File: src/hw/rtl/hrht_pkg.sv
// types, codes and match tables for the http request header tokenizer
package hrht_pkg;

    // field kinds on the result channel
    localparam logic [3:0] K_METHOD    = 4'd0;
    localparam logic [3:0] K_SCHEME    = 4'd1;
    localparam logic [3:0] K_HOST      = 4'd2;
    localparam logic [3:0] K_PORT      = 4'd3;
    localparam logic [3:0] K_PATH      = 4'd4;
    localparam logic [3:0] K_NAME      = 4'd5;
    localparam logic [3:0] K_VALUE     = 4'd6;
    localparam logic [3:0] K_NAME_END  = 4'd7;
    localparam logic [3:0] K_VALUE_END = 4'd8;
    localparam logic [3:0] K_HDR_END   = 4'd9;
    localparam logic [3:0] K_BODY      = 4'd10;

    localparam logic [7:0] CH_CR    = 8'h0d;
    localparam logic [7:0] CH_LF    = 8'h0a;
    localparam logic [7:0] CH_TAB   = 8'h09;
    localparam logic [7:0] CH_VT    = 8'h0b;
    localparam logic [7:0] CH_FF    = 8'h0c;
    localparam logic [7:0] CH_SPACE = 8'h20;
    localparam logic [7:0] CH_COLON = 8'h3a;
    localparam logic [7:0] CH_SLASH = 8'h2f;
    localparam logic [7:0] CH_ZERO  = 8'h30;
    localparam logic [7:0] CH_NINE  = 8'h39;

    localparam logic [3:0]  TUNNEL_LEN  = 4'd7;
    localparam logic [3:0]  SECURE_LEN  = 4'd5;
    localparam logic [3:0]  MATCH_FAIL  = 4'd15;
    localparam logic [15:0] SECURE_PORT = 16'd443;
    localparam logic [15:0] PLAIN_PORT  = 16'd80;
    localparam logic [15:0] PORT_MAX    = 16'hffff;

    typedef enum logic [1:0] {
        PH_LINE,
        PH_NAME,
        PH_VALUE,
        PH_BODY
    } t_phase;

    typedef enum logic [2:0] {
        LP_METHOD,
        LP_SCHEME,
        LP_HOST,
        LP_PORT,
        LP_PATH
    } t_line_part;

    typedef enum logic [1:0] {
        PS_NONE,
        PS_DIGITS,
        PS_ENDED,
        PS_NAN
    } t_port_status;

    typedef struct packed {
        logic [7:0]  out_byte;
        logic [3:0]  field_kind;
        logic        is_tunnel;
        logic [15:0] server_port;
        logic        last;
    } t_result;

    // running compare against "CONNECT"
    function automatic logic [3:0] tunnel_step(input logic [3:0] m, input logic [7:0] ch);
        logic [7:0] want;
        case (m)
            4'd0: want = "C";
            4'd1: want = "O";
            4'd2: want = "N";
            4'd3: want = "N";
            4'd4: want = "E";
            4'd5: want = "C";
            4'd6: want = "T";
            default: want = 8'h00;
        endcase
        return (m < TUNNEL_LEN && ch == want) ? m + 4'd1 : MATCH_FAIL;
    endfunction

    // running compare against "https"
    function automatic logic [3:0] secure_step(input logic [3:0] m, input logic [7:0] ch);
        logic [7:0] want;
        case (m)
            4'd0: want = "h";
            4'd1: want = "t";
            4'd2: want = "t";
            4'd3: want = "p";
            4'd4: want = "s";
            default: want = 8'h00;
        endcase
        return (m < SECURE_LEN && ch == want) ? m + 4'd1 : MATCH_FAIL;
    endfunction

endpackage

File: src/hw/rtl/hrht_if.sv
// request and result channel interfaces of the tokenizer
interface hrht_in_if;
    logic       valid;
    logic       ready;
    logic [7:0] data_byte;
    logic       new_request;

    modport source (output valid, output data_byte, output new_request, input ready);
    modport sink (input valid, input data_byte, input new_request, output ready);
endinterface

interface hrht_out_if;
    logic        valid;
    logic        ready;
    logic [7:0]  out_byte;
    logic [3:0]  field_kind;
    logic        is_tunnel;
    logic [15:0] server_port;
    logic        last;

    modport source (output valid, output out_byte, output field_kind, output is_tunnel,
                    output server_port, output last, input ready);
    modport sink (input valid, input out_byte, input field_kind, input is_tunnel,
                  input server_port, input last, output ready);
endinterface

File: src/hw/rtl/hrht_parse.sv
// per-byte parser state and result generation
module hrht_parse
    import hrht_pkg::*;
(
    input  logic       i_clk,
    input  logic       i_rst_n,
    input  logic       i_take,
    input  logic [7:0] i_data_byte,
    input  logic       i_new_request,
    output t_result    o_res0,
    output t_result    o_res1,
    output logic [1:0] o_cnt
);

    t_phase       r_phase, n_phase, c_phase;
    t_line_part   r_line_part, n_line_part, c_line_part;
    t_port_status r_port_status, n_port_status, c_port_status;
    logic         r_slash_seen, n_slash_seen, c_slash_seen;
    logic         r_path_started, n_path_started, c_path_started;
    logic         r_name_started, n_name_started, c_name_started;
    logic         r_value_started, n_value_started, c_value_started;
    logic [3:0]   r_method_match, n_method_match, c_method_match;
    logic [3:0]   r_scheme_match, n_scheme_match, c_scheme_match;
    logic [15:0]  r_port_value, n_port_value, c_port_value;
    logic         r_tunnel, n_tunnel, c_tunnel;

    logic [7:0]   ch;
    logic         is_digit;
    logic [19:0]  port_mac;
    logic         e_valid;
    logic [7:0]   e_byte;
    logic [3:0]   e_kind;
    logic         e_tun;
    logic [15:0]  e_port;
    logic         e_slash;
    t_result      main_res;

    assign ch       = i_data_byte;
    assign is_digit = (ch >= CH_ZERO) && (ch <= CH_NINE);
    // value * 10 + digit
    assign port_mac = {c_port_value, 3'b000} + {2'b00, c_port_value, 1'b0}
                    + {16'd0, ch[3:0]};

    always_comb begin
        // a new request starts from the reset state before this byte
        c_phase         = i_new_request ? PH_LINE : r_phase;
        c_line_part     = i_new_request ? LP_METHOD : r_line_part;
        c_port_status   = i_new_request ? PS_NONE : r_port_status;
        c_slash_seen    = i_new_request ? 1'b0 : r_slash_seen;
        c_path_started  = i_new_request ? 1'b0 : r_path_started;
        c_name_started  = i_new_request ? 1'b0 : r_name_started;
        c_value_started = i_new_request ? 1'b0 : r_value_started;
        c_method_match  = i_new_request ? 4'd0 : r_method_match;
        c_scheme_match  = i_new_request ? 4'd0 : r_scheme_match;
        c_port_value    = i_new_request ? 16'd0 : r_port_value;
        c_tunnel        = i_new_request ? 1'b0 : r_tunnel;

        n_phase         = c_phase;
        n_line_part     = c_line_part;
        n_port_status   = c_port_status;
        n_slash_seen    = c_slash_seen;
        n_path_started  = c_path_started;
        n_name_started  = c_name_started;
        n_value_started = c_value_started;
        n_method_match  = c_method_match;
        n_scheme_match  = c_scheme_match;
        n_port_value    = c_port_value;
        n_tunnel        = c_tunnel;

        e_valid = 1'b0;
        e_byte  = ch;
        e_kind  = K_BODY;
        e_tun   = 1'b0;
        e_port  = 16'd0;
        e_slash = 1'b0;

        case (c_phase)
            PH_LINE: begin
                if (ch == CH_CR) begin
                end else if (ch == CH_LF) begin
                    n_phase         = PH_NAME;
                    n_name_started  = 1'b0;
                    n_value_started = 1'b0;
                end else begin
                    case (c_line_part)
                        LP_METHOD: begin
                            if (ch == CH_SPACE) begin
                                if (c_method_match == TUNNEL_LEN) begin
                                    n_tunnel    = 1'b1;
                                    n_line_part = LP_HOST;
                                end else begin
                                    n_line_part = LP_SCHEME;
                                end
                            end else begin
                                n_method_match = tunnel_step(c_method_match, ch);
                                e_valid        = 1'b1;
                                e_kind         = K_METHOD;
                            end
                        end
                        LP_SCHEME: begin
                            if (ch == CH_COLON) begin
                            end else if (ch == CH_SLASH) begin
                                if (c_slash_seen) begin
                                    n_line_part = LP_HOST;
                                end
                                n_slash_seen = 1'b1;
                            end else begin
                                n_scheme_match = secure_step(c_scheme_match, ch);
                                e_valid        = 1'b1;
                                e_kind         = K_SCHEME;
                            end
                        end
                        LP_HOST: begin
                            if (ch == CH_COLON) begin
                                n_line_part = LP_PORT;
                            end else if (ch == CH_SLASH || ch == CH_SPACE) begin
                                n_line_part = LP_PATH;
                            end else begin
                                e_valid = 1'b1;
                                e_kind  = K_HOST;
                            end
                        end
                        LP_PORT: begin
                            if (ch == CH_SLASH || ch == CH_SPACE) begin
                                n_line_part = LP_PATH;
                            end else begin
                                e_valid = 1'b1;
                                e_kind  = K_PORT;
                                case (c_port_status)
                                    PS_NONE: begin
                                        // leading tab, vt and ff are skipped
                                        if (ch == CH_TAB || ch == CH_VT || ch == CH_FF) begin
                                        end else if (is_digit) begin
                                            n_port_value  = {12'd0, ch[3:0]};
                                            n_port_status = PS_DIGITS;
                                        end else begin
                                            n_port_status = PS_NAN;
                                        end
                                    end
                                    PS_DIGITS: begin
                                        if (is_digit) begin
                                            n_port_value = (port_mac > {4'd0, PORT_MAX})
                                                         ? PORT_MAX : port_mac[15:0];
                                        end else begin
                                            n_port_status = PS_ENDED;
                                        end
                                    end
                                    default: begin
                                    end
                                endcase
                            end
                        end
                        default: begin
                            // path takes the rest of the line, slash first once
                            e_valid        = 1'b1;
                            e_kind         = K_PATH;
                            e_slash        = !c_path_started;
                            n_path_started = 1'b1;
                        end
                    endcase
                end
            end
            PH_NAME: begin
                if (ch == CH_CR) begin
                end else if (ch == CH_LF) begin
                    if (!c_name_started) begin
                        n_phase = PH_BODY;
                        e_valid = 1'b1;
                        e_byte  = 8'd0;
                        e_kind  = K_HDR_END;
                        e_tun   = c_tunnel;
                        if (c_port_status == PS_DIGITS || c_port_status == PS_ENDED) begin
                            e_port = c_port_value;
                        end else begin
                            e_port = (c_scheme_match == SECURE_LEN) ? SECURE_PORT : PLAIN_PORT;
                        end
                    end
                end else if (ch == CH_COLON) begin
                    n_phase         = PH_VALUE;
                    n_name_started  = 1'b0;
                    n_value_started = 1'b0;
                    e_valid         = 1'b1;
                    e_byte          = 8'd0;
                    e_kind          = K_NAME_END;
                end else begin
                    n_name_started = 1'b1;
                    e_valid        = 1'b1;
                    e_kind         = K_NAME;
                end
            end
            PH_VALUE: begin
                if (ch == CH_CR) begin
                end else if (ch == CH_LF) begin
                    n_phase         = PH_NAME;
                    n_value_started = 1'b0;
                    e_valid         = 1'b1;
                    e_byte          = 8'd0;
                    e_kind          = K_VALUE_END;
                end else if (!c_value_started && ch == CH_SPACE) begin
                end else begin
                    n_value_started = 1'b1;
                    e_valid         = 1'b1;
                    e_kind          = K_VALUE;
                end
            end
            default: begin
                e_valid = 1'b1;
                e_kind  = K_BODY;
            end
        endcase

        main_res = '{out_byte: e_byte, field_kind: e_kind, is_tunnel: e_tun,
                     server_port: e_port, last: 1'b1};
        if (e_slash) begin
            o_res0 = '{out_byte: CH_SLASH, field_kind: K_PATH, is_tunnel: 1'b0,
                       server_port: 16'd0, last: 1'b0};
            o_res1 = main_res;
            o_cnt  = 2'd2;
        end else begin
            o_res0 = main_res;
            o_res1 = main_res;
            o_cnt  = {1'b0, e_valid};
        end
    end

    always_ff @(posedge i_clk) begin
        if (!i_rst_n) begin
            r_phase         <= PH_LINE;
            r_line_part     <= LP_METHOD;
            r_port_status   <= PS_NONE;
            r_slash_seen    <= 1'b0;
            r_path_started  <= 1'b0;
            r_name_started  <= 1'b0;
            r_value_started <= 1'b0;
            r_method_match  <= 4'd0;
            r_scheme_match  <= 4'd0;
            r_port_value    <= 16'd0;
            r_tunnel        <= 1'b0;
        end else if (i_take) begin
            r_phase         <= n_phase;
            r_line_part     <= n_line_part;
            r_port_status   <= n_port_status;
            r_slash_seen    <= n_slash_seen;
            r_path_started  <= n_path_started;
            r_name_started  <= n_name_started;
            r_value_started <= n_value_started;
            r_method_match  <= n_method_match;
            r_scheme_match  <= n_scheme_match;
            r_port_value    <= n_port_value;
            r_tunnel        <= n_tunnel;
        end
    end

endmodule

File: src/hw/rtl/hrht_fifo.sv
// four-entry result queue, up to two pushes and one pop per cycle
module hrht_fifo
    import hrht_pkg::*;
(
    input  logic       i_clk,
    input  logic       i_rst_n,
    input  logic [1:0] i_push_cnt,
    input  t_result    i_res0,
    input  t_result    i_res1,
    input  logic       i_pop,
    output logic       o_room,
    output logic       o_valid,
    output t_result    o_head
);

    t_result    r_mem [4];
    logic [1:0] r_wr_ptr, n_wr_ptr;
    logic [1:0] r_rd_ptr, n_rd_ptr;
    logic [2:0] r_count, n_count;
    logic       pop;

    // room for a request that makes two results
    assign o_room  = (r_count <= 3'd2);
    assign o_valid = (r_count != 3'd0);
    assign o_head  = r_mem[r_rd_ptr];
    assign pop     = i_pop && o_valid;

    assign n_wr_ptr = r_wr_ptr + i_push_cnt;
    assign n_rd_ptr = r_rd_ptr + {1'b0, pop};
    assign n_count  = r_count + {1'b0, i_push_cnt} - {2'b00, pop};

    always_ff @(posedge i_clk) begin
        if (i_push_cnt != 2'd0) begin
            r_mem[r_wr_ptr] <= i_res0;
        end
        if (i_push_cnt == 2'd2) begin
            r_mem[r_wr_ptr + 2'd1] <= i_res1;
        end
    end

    always_ff @(posedge i_clk) begin
        if (!i_rst_n) begin
            r_wr_ptr <= 2'd0;
            r_rd_ptr <= 2'd0;
            r_count  <= 3'd0;
        end else begin
            r_wr_ptr <= n_wr_ptr;
            r_rd_ptr <= n_rd_ptr;
            r_count  <= n_count;
        end
    end

endmodule

File: src/hw/rtl/http_request_header_tokenizer.sv
// top level of the http request header tokenizer
//
//  channel | dir | payload                                              | accepted when
//  i_req   | in  | data_byte, new_request                               | valid && ready
//  o_res   | out | out_byte, field_kind, is_tunnel, server_port, last   | valid && ready
//
// one request per cycle while ready is high; a taken request's results are registered in the result queue
// a request makes zero, one or two results; the first path byte makes two
// ready follows the four-entry result queue: it is high while at least two entries are free
// a stall on o_res holds the queue head; i_req keeps flowing until fewer than two entries are free
// i_rst_n is synchronous and returns the parser to the start of a request line
module http_request_header_tokenizer
    import hrht_pkg::*;
(
    input  logic       i_clk,
    input  logic       i_rst_n,
    hrht_in_if.sink    i_req,
    hrht_out_if.source o_res
);

    logic       take;
    logic       room;
    logic       head_valid;
    logic [1:0] res_cnt;
    logic [1:0] push_cnt;
    t_result    res0;
    t_result    res1;
    t_result    head;

    assign i_req.ready = room;
    assign take        = i_req.valid && room;
    assign push_cnt    = take ? res_cnt : 2'd0;

    hrht_parse u_parse (
        .i_clk         (i_clk),
        .i_rst_n       (i_rst_n),
        .i_take        (take),
        .i_data_byte   (i_req.data_byte),
        .i_new_request (i_req.new_request),
        .o_res0        (res0),
        .o_res1        (res1),
        .o_cnt         (res_cnt)
    );

    hrht_fifo u_fifo (
        .i_clk      (i_clk),
        .i_rst_n    (i_rst_n),
        .i_push_cnt (push_cnt),
        .i_res0     (res0),
        .i_res1     (res1),
        .i_pop      (o_res.ready),
        .o_room     (room),
        .o_valid    (head_valid),
        .o_head     (head)
    );

    assign o_res.valid       = head_valid;
    assign o_res.out_byte    = head.out_byte;
    assign o_res.field_kind  = head.field_kind;
    assign o_res.is_tunnel   = head.is_tunnel;
    assign o_res.server_port = head.server_port;
    assign o_res.last        = head.last;

endmodule

File: src/flat_wrapper.sv
// flat-port wrapper written by rule: the top's interface ports become plain ports
module http_request_header_tokenizer_flat import hrht_pkg::*;
  (i_clk, i_rst_n, i_req_valid, i_req_data_byte, i_req_new_request, i_req_ready, o_res_valid, o_res_out_byte, o_res_field_kind, o_res_is_tunnel, o_res_server_port, o_res_last, o_res_ready);
  hrht_in_if i_req_i ();
  hrht_out_if o_res_i ();
  input  logic i_clk;
  input  logic i_rst_n;
  input wire logic [$bits(i_req_i.valid)-1:0] i_req_valid;
  input wire logic [$bits(i_req_i.data_byte)-1:0] i_req_data_byte;
  input wire logic [$bits(i_req_i.new_request)-1:0] i_req_new_request;
  output wire logic [$bits(i_req_i.ready)-1:0] i_req_ready;
  output wire logic [$bits(o_res_i.valid)-1:0] o_res_valid;
  output wire logic [$bits(o_res_i.out_byte)-1:0] o_res_out_byte;
  output wire logic [$bits(o_res_i.field_kind)-1:0] o_res_field_kind;
  output wire logic [$bits(o_res_i.is_tunnel)-1:0] o_res_is_tunnel;
  output wire logic [$bits(o_res_i.server_port)-1:0] o_res_server_port;
  output wire logic [$bits(o_res_i.last)-1:0] o_res_last;
  input wire logic [$bits(o_res_i.ready)-1:0] o_res_ready;
  assign i_req_i.valid = i_req_valid;
  assign i_req_i.data_byte = i_req_data_byte;
  assign i_req_i.new_request = i_req_new_request;
  assign i_req_ready = i_req_i.ready;
  assign o_res_valid = o_res_i.valid;
  assign o_res_out_byte = o_res_i.out_byte;
  assign o_res_field_kind = o_res_i.field_kind;
  assign o_res_is_tunnel = o_res_i.is_tunnel;
  assign o_res_server_port = o_res_i.server_port;
  assign o_res_last = o_res_i.last;
  assign o_res_i.ready = o_res_ready;
  http_request_header_tokenizer u_core (.i_clk(i_clk), .i_rst_n(i_rst_n), .i_req(i_req_i), .o_res(o_res_i));
endmodule
File: config.mk
export PLATFORM = sky130hd
export DESIGN_NAME = http_request_header_tokenizer_flat
export DESIGN_NICKNAME = d
export VERILOG_FILES = /design/src/hw/rtl/hrht_pkg.sv /design/src/hw/rtl/hrht_if.sv /design/src/hw/rtl/hrht_parse.sv /design/src/hw/rtl/hrht_fifo.sv /design/src/hw/rtl/http_request_header_tokenizer.sv /design/src/flat_wrapper.sv
export SDC_FILE = /design/constraint.sdc
export NUM_CORES = 1
export LEC_CHECK = 0
export ABC_AREA = 1
export BUFFER_PORTS_ARGS = -buffer_cell sky130_fd_sc_hd__buf_4
export CAP_MARGIN = 25
export CORE_ASPECT_RATIO = 2
export CORE_MARGIN = 2
export CORE_UTILIZATION = 63
export DETAILED_ROUTE_END_ITERATION = 7
export PLACE_DENSITY = 0.89
export SYNTH_ARGS = -nofsm -noshare
export SYNTH_HDL_FRONTEND = slang
export SYNTH_SLANG_ARGS = --single-unit
File: constraint.sdc
create_clock -name i_clk -period 3.8 [get_ports i_clk]
set_clock_uncertainty 0.1 [all_clocks]
set_input_delay 0.76 -clock i_clk [delete_from_list [all_inputs] [get_ports i_clk]]
set_output_delay 0.76 -clock i_clk [all_outputs]
set_load 0.05 [all_outputs]
==> results.toml, run 1 <==
[status]
status = "complete, no violations"

[synth]
synth.cell_area_um2 = 10500
yosysSeqAreaShare_pct = 42.0
ys_warn_count = 0
synthSimpleGateAreaFrac_pct = 25.3
synth_top_family_by_area = "simple AND/OR/NAND/NOR gates"
synth_cell_types = 49
synth_edf_count = 116
synth_xor_area_share_pct = 1.50
synth_nets = 1445
synth_mux_area_share_pct = 0
synth_compound_area_share_pct = 16.5
ys_ff_latch = 163
synthAdderAreaFrac_pct = 6.44
synth.area.top_cells = "edfxtp_1 (33%), nand2_1 (9.4%), dfxtp_1 (8.9%), nor2_1 (8.1%), ha_1 (6.1%)"
async_flop_share_pct = 0
synth_top_area_share_pct = 33.1
synthCells = 1379
syn_avg_cell_area_um2 = 7.64
synth_top_area_cell = "edfxtp_1"
synth_ff_type = "edfxtp_1"

[global_routing]
track_usage_pct = 36.1
grt_max_degree = 62
grt_pass1_wl_um = 49600
antenna_found_initial = 0
overflow = 0
first_global_vias = 10200

[floorplanning]
die_y_um = 187
rows = 66
core-area_um2 = 16400
die_width_um = 95.4
start_util_pct = 64.4
dieArea_um2 = 17800
num_io_pins = 45

[clock_tree]
clk_pin_slew_ns = 0.06
cts_resized = 0
tritoncts = "yes"
ctsLongestPathBuffers = 2
cts_made_buffers = 17
cts-root-buf = "clkbuf_16"
cts_sinks = 163
post-cts-setup-buffers = 0
clk_latency_ns = 0.44
hold_buffers = 0
htreeDepth = 4

[timing]
holdWs_ns = 0.362
tightest_slew_ns = 0.932
max_freq_mhz = 304
hold_viol_final = 0
slew_headroom_pct = 37.8
drv_slew = 0
min_period_ns = 3.29
setup_tns_ns = 0
rsz0062_at_grt = "no"
fin_crit_sh_pct = 86.5
setup_viol = 0
worst_slack_ns = 0.513

[placed_design]
gp_congestion = 1.03
dp_cells = 1630
port_buffers = 44
hpwl_um = 22300
pre_cts_slack_ns = 0.0794

[worst_setup_path]
crit_type = "input pin to register"
cp-start-kind = "input pin"
r2r_slack_ns = 0.66
reg2reg_depth = 20
crit_required_ns = 4.00
cp_max_fo = 10
worstPathArrival_ns = 3.49
rr_endpoint = "u_core.u_parse.r_port_value[4]$_SDFFE_PN0P_"
critPathCaptureType = "register"
r2r-start = "u_core.u_parse.r_port_value[0]$_SDFFE_PN0P_"

[cells_and_area]
finalNonFillerCells = 1661
nets = 1511
fill_cells = 1297
drive_above_1_share_pct = 13.7
syn2layout_area_growth_pct = 12.4
antenna_cells = 0

[drt]
drtAntennaViolNets = 0
drc = 0
postRouteWirelength_um = 31100
firstDrtPassIters = 8
routedWlPerCell_um = 18.7
drtIter0Drc = 963
vias = 10100
vias_per_cell = 6.09

[hold_path]
hp-class = "register to register"
hold_depth = 2
hold_start = "u_core.u_parse.r_method_match[2]$_SDFFE_PN0P_"
hold_path_end = "u_core.u_parse.r_method_match[2]$_SDFFE_PN0P_"

[pwr]
power.total_mw = 6.67
p_leak_nw = 5.32
peakVddDrop_uv = 365
power_density_nw_per_um2 = 564

[flow_run]
drv_cap = 0
[routing by layer]
layer	wire (µm)	up-vias	track usage, %
met5	0	-	0
met2	16700	581	65.1
met4	1870	0	22.2
met3	2580	152	6.12
met1	10000	4633	37.4
li1	-	4750	-
[worst max-delay path by stage]
stage                                                  end         startpoint  depth (start not counted)  slack [ns]
2_1_floorplan          u_core.u_fifo.r_count[2]$_SDFF_PN0_  i_req_new_request                         20        0.25
3_3_place_gp   u_core.u_parse.r_port_value[4]$_SDFFE_PN0P_  i_req_new_request                         19        0.12
3_5_place_dp   u_core.u_parse.r_port_value[2]$_SDFFE_PN0P_  i_req_new_request                         22        0.08
4_1_cts        u_core.u_parse.r_port_value[2]$_SDFFE_PN0P_  i_req_new_request                         22        0.53
5_1_grt        u_core.u_parse.r_port_value[4]$_SDFFE_PN0P_  i_req_new_request                         20        0.21
6_report       u_core.u_parse.r_port_value[4]$_SDFFE_PN0P_  i_req_new_request                         19        0.51
[stage by stage]
| step | util [%] | instance area [µm²] |
|---|---|---|
| after floorplan | - | 10500 |
| after global placement | 69.1 | 11300 |
| after detailed placement | 69.1 | 11300 |
| after CTS | 72.4 | 11800 |
| after global routing | 72.4 | 11800 |
| final | 72.4 | 11800 |
[cells in the mapped netlist (2+ instances only)]
| master | n |
|---|---|
| and2_1 | 2 |
| a211oi_1 | 2 |
| fa_1 | 2 |
| buf_4 | 2 |
| nor2_1 | 227 |
| nand3_1 | 54 |
| o31ai_1 | 7 |
| o21ai_0 | 120 |
| nor2_2 | 14 |
| o21ai_1 | 2 |
| o21ai_2 | 2 |
| or2_2 | 6 |
| nand2_4 | 7 |
| o21bai_1 | 2 |
| o2111ai_1 | 3 |
| o22ai_1 | 49 |
| nand2_1 | 265 |
| nand2_2 | 13 |
| xnor2_1 | 7 |
| a31oi_1 | 2 |
| ha_1 | 51 |
| buf_6 | 8 |
| buf_2 | 3 |
| clkinv_1 | 2 |
| edfxtp_1 | 116 |
| xor2_1 | 11 |
| nor2_4 | 6 |
| nand4_1 | 4 |
| nor3_1 | 11 |
| dfxtp_1 | 47 |
| clkbuf_1 | 32 |
| inv_2 | 18 |
| buf_1 | 3 |
| inv_1 | 139 |
| nand3_2 | 3 |
| o211ai_1 | 6 |
| a21oi_1 | 119 |
[kinds of logic (layout without fill, tap and decap cells)]
| kind of cell | count (synthesis) | count (layout) |
|---|---|---|
| AO/OA/AOI/OAI | 319 | 319 |
| XOR/XNOR | 18 | 18 |
| adder cells (fa/ha/maj) | 53 | 53 |
| buffers and inverters | 209 | 287 |
| flip-flops | 163 | 163 |
| AND/OR/NAND/NOR | 617 | 617 |
[power by group]
group          leakage [nW]  switching, mW  total, mW  internal (mW)
sequential             1.60         0.0918       2.23           2.14
combinational          3.46           2.02       2.82          0.798
clock                 0.263          0.728       1.62          0.894
[layout make-up]
cell class	instances	area [µm²]	share of cell area, %
clock inverter	13	113	0.952
inverter	160	603	5.10
multi-input combinational	1007	5240	44.3
clock buffer	18	429	3.63
sequential	163	4430	37.4
timing repair buffer	96	771	6.51
tap	204	255	2.16
[state kept, by name, summed over array words and instances (netlist names), 2 cells and up]
signal / cells
u_core.u_fifo.r_count: 3
u_core.u_fifo.r_mem: 120
u_core.u_fifo.r_rd_ptr: 2
u_core.u_fifo.r_wr_ptr: 2
u_core.u_parse.r_line_part: 3
u_core.u_parse.r_method_match: 4
u_core.u_parse.r_phase: 2
u_core.u_parse.r_port_status: 2
u_core.u_parse.r_port_value: 16
u_core.u_parse.r_scheme_match: 4
[layout by cell type, fill, tap and decap left out, drive strengths merged]
master    count
nand2       285
nor2        248
inv         159
o21ai       124
a21oi       120
edfxtp      116
buf          96
nand3        58
ha           51
o22ai        49
dfxtp        47
clkbuf       18
nor3         12
xor2         11
clkinv       11
o31ai         7
xnor2         7
o211ai        6
or2           6
nand4         4
o2111ai       3
o21bai        2
and2          2
a211oi        2
a31oi         2
fa            2
clkinvlp      2
a21boi        1
a2111oi       1
nand3b        1
and3          1
o311ai        1
a221oi        1
bufinv        1
[worst max-delay path, stage by stage]
cell	delay (ns)
buf_4	0.16
buf_4	0.19
nor2_1	0.27
ha_1	0.30
ha_1	0.37
nand2_1	0.09
nand2_1	0.07
nand2_1	0.07
nand2_1	0.07
a21oi_1	0.23
nand2_1	0.08
nand2_1	0.06
nand2_1	0.06
nor2_2	0.13
nand2_2	0.13
a21oi_1	0.20
o21ai_0	0.11
nand2_1	0.07
a21oi_1	0.06
Power figures use the tool's default switching activity.
==> run 2: changes to the inputs <==
Clock period 3.8 ns to 3.3 ns, I/O delays scaled along.
==> run 2 against run 1 <==
Net effect:
- core utilization is 6.0 points higher
- register-to-register slack got worse by 0.46 ns
- clock power is 34% higher
- via count is 7.6% higher
- largest power group unchanged
- first-iteration DRC count up 2.9%
- routed wire length rose by 7.2%
- final cell count grew 6.0%
==> results.toml, run 2 (synthesized netlist as in run 1, its figures left out) <==
[global_routing]
antenna_found_initial = 1
track_usage_pct = 38.3
grt_max_degree = 62
grt_pass1_wl_um = 52900
first_global_vias = 11200
overflow = 0

[placed_design]
gp_congestion = 0.996
port_buffers = 44
hpwl_um = 23700

[worst_setup_path]
path_delay_family = "adder cells"
crit_cells = 20
crit_type = "input pin to register"
cpPeakStageDelay_ns = 0.41
reg2reg_depth = 22
critPathCaptureType = "register"
r2r-start = "u_core.u_parse.r_port_value[0]$_SDFFE_PN0P_"
crit_chain = "buf_4 > inv_2 > buf_4 > nand2_1 > ha_1 > inv_1 > o31ai_2 > nor2_2 > nand2_2 > nand2_4 > nor2_8 > inv_1 > ha_1 > inv_1 > ha_1 > inv_1 > fa_1 > xor2_1 > inv_1 > nor2_1"
cpMostUsedCell = "inv_1"
rr_endpoint = "u_core.u_parse.r_port_value[13]$_SDFFE_PN0P_"
crit_required_ns = 3.51
crit_buf_inv = 8
cp_max_fo = 7
cp_slowest_cell = "fa_1"
r2r_slack_ns = 0.20
worstPathArrival_ns = 3.41
cp-start-kind = "input pin"

[timing]
min_period_ns = 3.20
setup_viol = 0
hold_viol_final = 0
fin_crit_sh_pct = 97.0
max_freq_mhz = 313
tightest_slew_ns = 0.783
slew_headroom_pct = 47.3
setup_tns_ns = 0
drv_slew = 0

[clock_tree]
cts-root-buf = "clkbuf_16"
cts_made_buffers = 17
tritoncts = "yes"
ctsLongestPathBuffers = 2
hold_buffers = 0
clk_pin_slew_ns = 0.06
cts_sinks = 163
htreeDepth = 4
clk_latency_ns = 0.44

[hold_path]
hold_path_end = "u_core.u_parse.r_scheme_match[0]$_SDFFE_PN0P_"
hold_start = "u_core.u_parse.r_scheme_match[0]$_SDFFE_PN0P_"
hp-class = "register to register"
hold_depth = 2

[pwr]
power_density_nw_per_um2 = 642
power.total_mw = 8.23
peakVddDrop_uv = 446
p_leak_nw = 5.87

[cells_and_area]
largest_reg_flops = 120
multi_input_area_um2 = 5310
syn2layout_area_growth_pct = 21.7
nets = 1608
mostFrequentLayoutCells = "nand2_1 (262), nor2_1 (218), buf_4 (180), inv_1 (137), o21ai_0 (120)"
fill_cells = 1103
drive_above_1_share_pct = 20.1
regArea_um2 = 4430
top_register = "u_core.u_fifo.r_mem"
reg_top3 = "u_core.u_fifo.r_mem: 120 flops, u_core.u_parse.r_port_value: 16 flops"
layout_commonest_cell = "nand2_1"

[floorplanning]
die_width_um = 95.4
dieArea_um2 = 17800
num_io_pins = 45
die_y_um = 187
rows = 66
core-area_um2 = 16400
start_util_pct = 64.4

[drt]
routedWlPerCell_um = 19.0
vias_per_cell = 6.19
drtAntennaViolNets = 0
postRouteWirelength_um = 33400
drc = 0
drtIter0Drc = 991
firstDrtPassIters = 6
vias = 10900

[status]
status = "complete, no violations"

[flow_run]
drv_cap = 0
==> run 2: cell type report <==
class	instances	share of cell area, %
antenna	1	0.0195
clock buffer	23	3.49
clock inverter	9	1.42
inverter	160	4.70
multi-input combinational	1007	41.4
sequential	163	34.5
tap	204	1.99
timing repair buffer	193	12.4
==> run 2: metal layers <==
| layer | track usage, % | share of wire (%) |
|---|---|---|
| met5 | 0 | 0 |
| met4 | 28.8 | 8.5 |
| met3 | 7.37 | 8.3 |
| met2 | 67.7 | 52 |
| met1 | 38.0 | 31 |
==> run 2: through the flow <==
step | setup slack [ns] | hold slack, ns | std cells | instance area, µm² | utilization [%]
2_1_floorplan | -0.00784 | 0.321 | 1379 | 10600 | -
3_3_place_gp | -0.280 | 0.335 | 1724 | 12100 | 74.1
6_report | 0.100 | 0.365 | 1760 | 12800 | 78.4
4_1_cts | 0.0613 | 0.368 | 1756 | 12700 | 77.9
3_5_place_dp | -0.372 | 0.337 | 1724 | 12100 | 74.1
5_1_grt | -0.0501 | 0.376 | 1760 | 12800 | 78.4
==> run 2: worst max path at each step <==
stage                      startpoint                                           end  slack, ns
CTS                 i_req_new_request  u_core.u_parse.r_port_value[13]$_SDFFE_PN0P_       0.06
finish              i_req_new_request           u_core.u_fifo.r_count[2]$_SDFF_PN0_       0.10
global route        i_req_new_request           u_core.u_fifo.r_count[2]$_SDFF_PN0_      -0.05
global placement    i_req_new_request  u_core.u_parse.r_port_value[13]$_SDFFE_PN0P_      -0.28
detailed placement  i_req_new_request  u_core.u_parse.r_port_value[13]$_SDFFE_PN0P_      -0.37
floorplan           i_req_new_request  u_core.u_parse.r_port_value[13]$_SDFFE_PN0P_     -0.008
==> run 2: where the power goes <==
part           internal (mW)  switching (mW)  total, mW
Combinational           1.06            2.43       3.49
Clock                   1.35           0.825       2.17
Sequential              2.46           0.110       2.57
Total                   4.87            3.37       8.23
==> run 2: worst reg2reg max path: stages, from the launching register on <==
cell and delay, ns:
dfxtp_1 0.33, inv_1 0.08, nor2_4 0.09, xor2_1 0.15, inv_1 0.06, ha_1 0.31, fa_2 0.39, nand2_1 0.09
nand2_1 0.11, nand3_2 0.11, nand2_1 0.09, nand2_2 0.08, nand2_1 0.04, nand2_1 0.06, nand2_1 0.07, nor2_4 0.21
nand2_2 0.14, inv_1 0.10, nand2_1 0.05, nand2_1 0.05, inv_1 0.04, o21ai_1 0.14, a21oi_1 0.08
==> run 2: timing repair <==
action	in CTS	in global routing
endpoints found under the setup margin	0	17
resized for setup	0	16
setup buffers	0	3
==> run 3: changes to the inputs <==
Settings changed: CORE_UTILIZATION 63 to 65, CTS_CLUSTER_SIZE from default to 14, PLACE_DENSITY 0.89 to 0.91.
Clock period 3.3 ns to 3.7 ns, I/O delays scaled along.
==> run 3 against run 2 <==
Net effect:
- non-clock buffer count down 81
- clock power shrank 23%
- worst hold slack got worse by 0.013 ns
- core utilization fell by 2.7 points
- first-iteration DRC count decreased by 0.91%
- register-to-register slack better by 0.27 ns
- highest routed layer unchanged
==> results.toml, run 3 (synthesized netlist as in run 1, its figures left out) <==
[cells_and_area]
mostFrequentLayoutCells = "nand2_1 (265), nor2_1 (227), inv_1 (139), o21ai_0 (120), a21oi_1 (119)"
stdcell_area_um2 = 12000
nets = 1527
layout_commonest_cell = "nand2_1"
finalNonFillerCells = 1675
antenna_cells = 0
top_register = "u_core.u_fifo.r_mem"
largest_reg_flops = 120
reg_top3 = "u_core.u_fifo.r_mem: 120 flops, u_core.u_parse.r_port_value: 16 flops"
syn2layout_area_growth_pct = 14.0
fill_cells = 1186
drive_above_1_share_pct = 14.5

[drt]
drc = 0
firstDrtPassIters = 6
drtIter0Drc = 982
vias_per_cell = 6.18
routedWlPerCell_um = 19.2
drtAntennaViolNets = 0
vias = 10300
postRouteWirelength_um = 32100

[timing]
min_period_ns = 3.48
fin_crit_sh_pct = 94.2
hold_viol_final = 0
slew_headroom_pct = 51.8
rsz0062_at_grt = "no"
max_freq_mhz = 287
setup_viol = 0
drv_slew = 0
tightest_slew_ns = 0.716

[global_routing]
overflow = 0
first_global_vias = 10400
grt_max_degree = 62
grt_pass1_wl_um = 50800
antenna_found_initial = 0
track_usage_pct = 38.5

[placed_design]
placed_area_um2 = 11500
gp_congestion = 1.03
dp_cells = 1643
port_buffers = 44
hpwl_um = 22800

[floorplanning]
start_util_pct = 66.4
dieArea_um2 = 17300
rows = 65
die_width_um = 94
num_io_pins = 45
die_y_um = 184
core-area_um2 = 15900

[pwr]
power_density_nw_per_um2 = 576
peakVddDrop_uv = 376
power.total_mw = 6.91
p_leak_nw = 5.41

[flow_run]
drv_cap = 0

[status]
status = "complete, no violations"

[worst_setup_path]
cp_slowest_cell = "ha_1"
crit_buf_inv = 4
cpMostUsedCell = "nand2_1"
r2r_slack_ns = 0.47
path_delay_family = "simple AND/OR/NAND/NOR gates"
cpPeakStageDelay_ns = 0.36
crit_required_ns = 3.96
r2r-start = "u_core.u_parse.r_port_value[8]$_SDFFE_PN0P_"
worstPathArrival_ns = 3.74
crit_type = "input pin to register"
cp-start-kind = "input pin"
cp_max_fo = 10
crit_chain = "buf_4 > buf_12 > nor2_1 > ha_1 > ha_1 > nand2_1 > inv_1 > nand2_1 > nor3_1 > nand2_1 > nand2_1 > nand2_1 > nand2_1 > nor2_2 > buf_4 > nand2_2 > nor2_1 > o21ai_0 > nand2_1 > a21oi_1"
critPathCaptureType = "register"
startpoint = "i_req_new_request"

[hold_path]
hp-class = "register to register"
hold_start = "u_core.u_fifo.r_mem[2][0]$_SDFFE_PP1P_"

[clock_tree]
hold_buffers = 0
cts_resized = 0
tritoncts = "yes"
post-cts-setup-buffers = 0
cts_sinks = 163
ctsLongestPathBuffers = 2
cts_made_buffers = 17
clk_pin_slew_ns = 0.06
clk_latency_ns = 0.44
cts-root-buf = "clkbuf_16"
htreeDepth = 4
[run 3: cell types whose count changed in the layout (fill, tap and decap cells not counted), moves of 4 or more]
cell / delta
buf_4: -76
bufinv_16: -4
clkbuf_1: -4
clkinv_1: +4
nor2_1: +9
nor2_2: -5
nor2_4: -4
[run 3: layer usage]
metal | wire (µm) | global-route usage (%) | vias up | part of all wire (%)
met4 | 2490 | 27.8 | 0 | 7.8
met3 | 2370 | 7.22 | 200 | 7.4
met5 | 0 | 0 | - | 0
met1 | 10300 | 38.2 | 4775 | 32
li1 | - | - | 4767 | -
met2 | 17000 | 69.3 | 603 | 53
[run 3: worst paths after layout]
kind	endpoint	depth (start not counted)
max reg2reg	u_core.u_parse.r_port_value[7]$_SDFFE_PN0P_	19
min reg2reg	u_core.u_fifo.r_mem[2][0]$_SDFFE_PP1P_	2
min	u_core.u_fifo.r_mem[2][0]$_SDFFE_PP1P_	2
max	u_core.u_parse.r_port_value[7]$_SDFFE_PN0P_	20
[run 3: per-stage QoR]
| step | setup slack [ns] | hold slack [ns] | setup TNS (ns) | utilization (%) |
|---|---|---|---|---|
| global placement | 0.0486 | 0.333 | 0 | 72.2 |
| detailed placement | -0.0348 | 0.341 | -0.0348 | 72.2 |
| CTS | 0.330 | 0.353 | 0 | 75.7 |
| finish | 0.215 | 0.351 | 0 | 75.7 |
| global route | 0.0510 | 0.366 | 0 | 75.7 |
| floorplan | 0.165 | 0.321 | 0 | - |
[run 3: where the power goes]
part | leakage [nW] | total (mW) | switching [mW] | internal (mW)
registers | 1.60 | 2.29 | 0.0912 | 2.19
logic | 3.56 | 2.95 | 2.10 | 0.852
clock network | 0.251 | 1.67 | 0.750 | 0.922
[run 3: final cells by class]
type,instances,area (µm²),share of cell area [%]
Inverter,160,603,5.03
Timing Repair Buffer,112,941,7.84
Clock inverter,13,110,0.918
Multi-Input combinational cell,1007,5240,43.6
Tap cell,201,251,2.10
Clock buffer,19,433,3.61
Sequential cell,163,4430,36.9
[run 3: worst reg2reg max path, stage by stage, from the launching register on]
cell and delay, ns:
dfxtp_1 0.33, inv_1 0.05, nor2_1 0.26, ha_1 0.30, ha_1 0.36, nand2_1 0.09
inv_1 0.08, nand2_1 0.10, nor3_1 0.28, nand2_1 0.12, nand2_1 0.08, nand2_1 0.06
nand2_1 0.07, nor2_2 0.04, buf_4 0.14, nand2_2 0.12, nor2_1 0.07, o21ai_0 0.24
nand2_1 0.08, a21oi_1 0.16
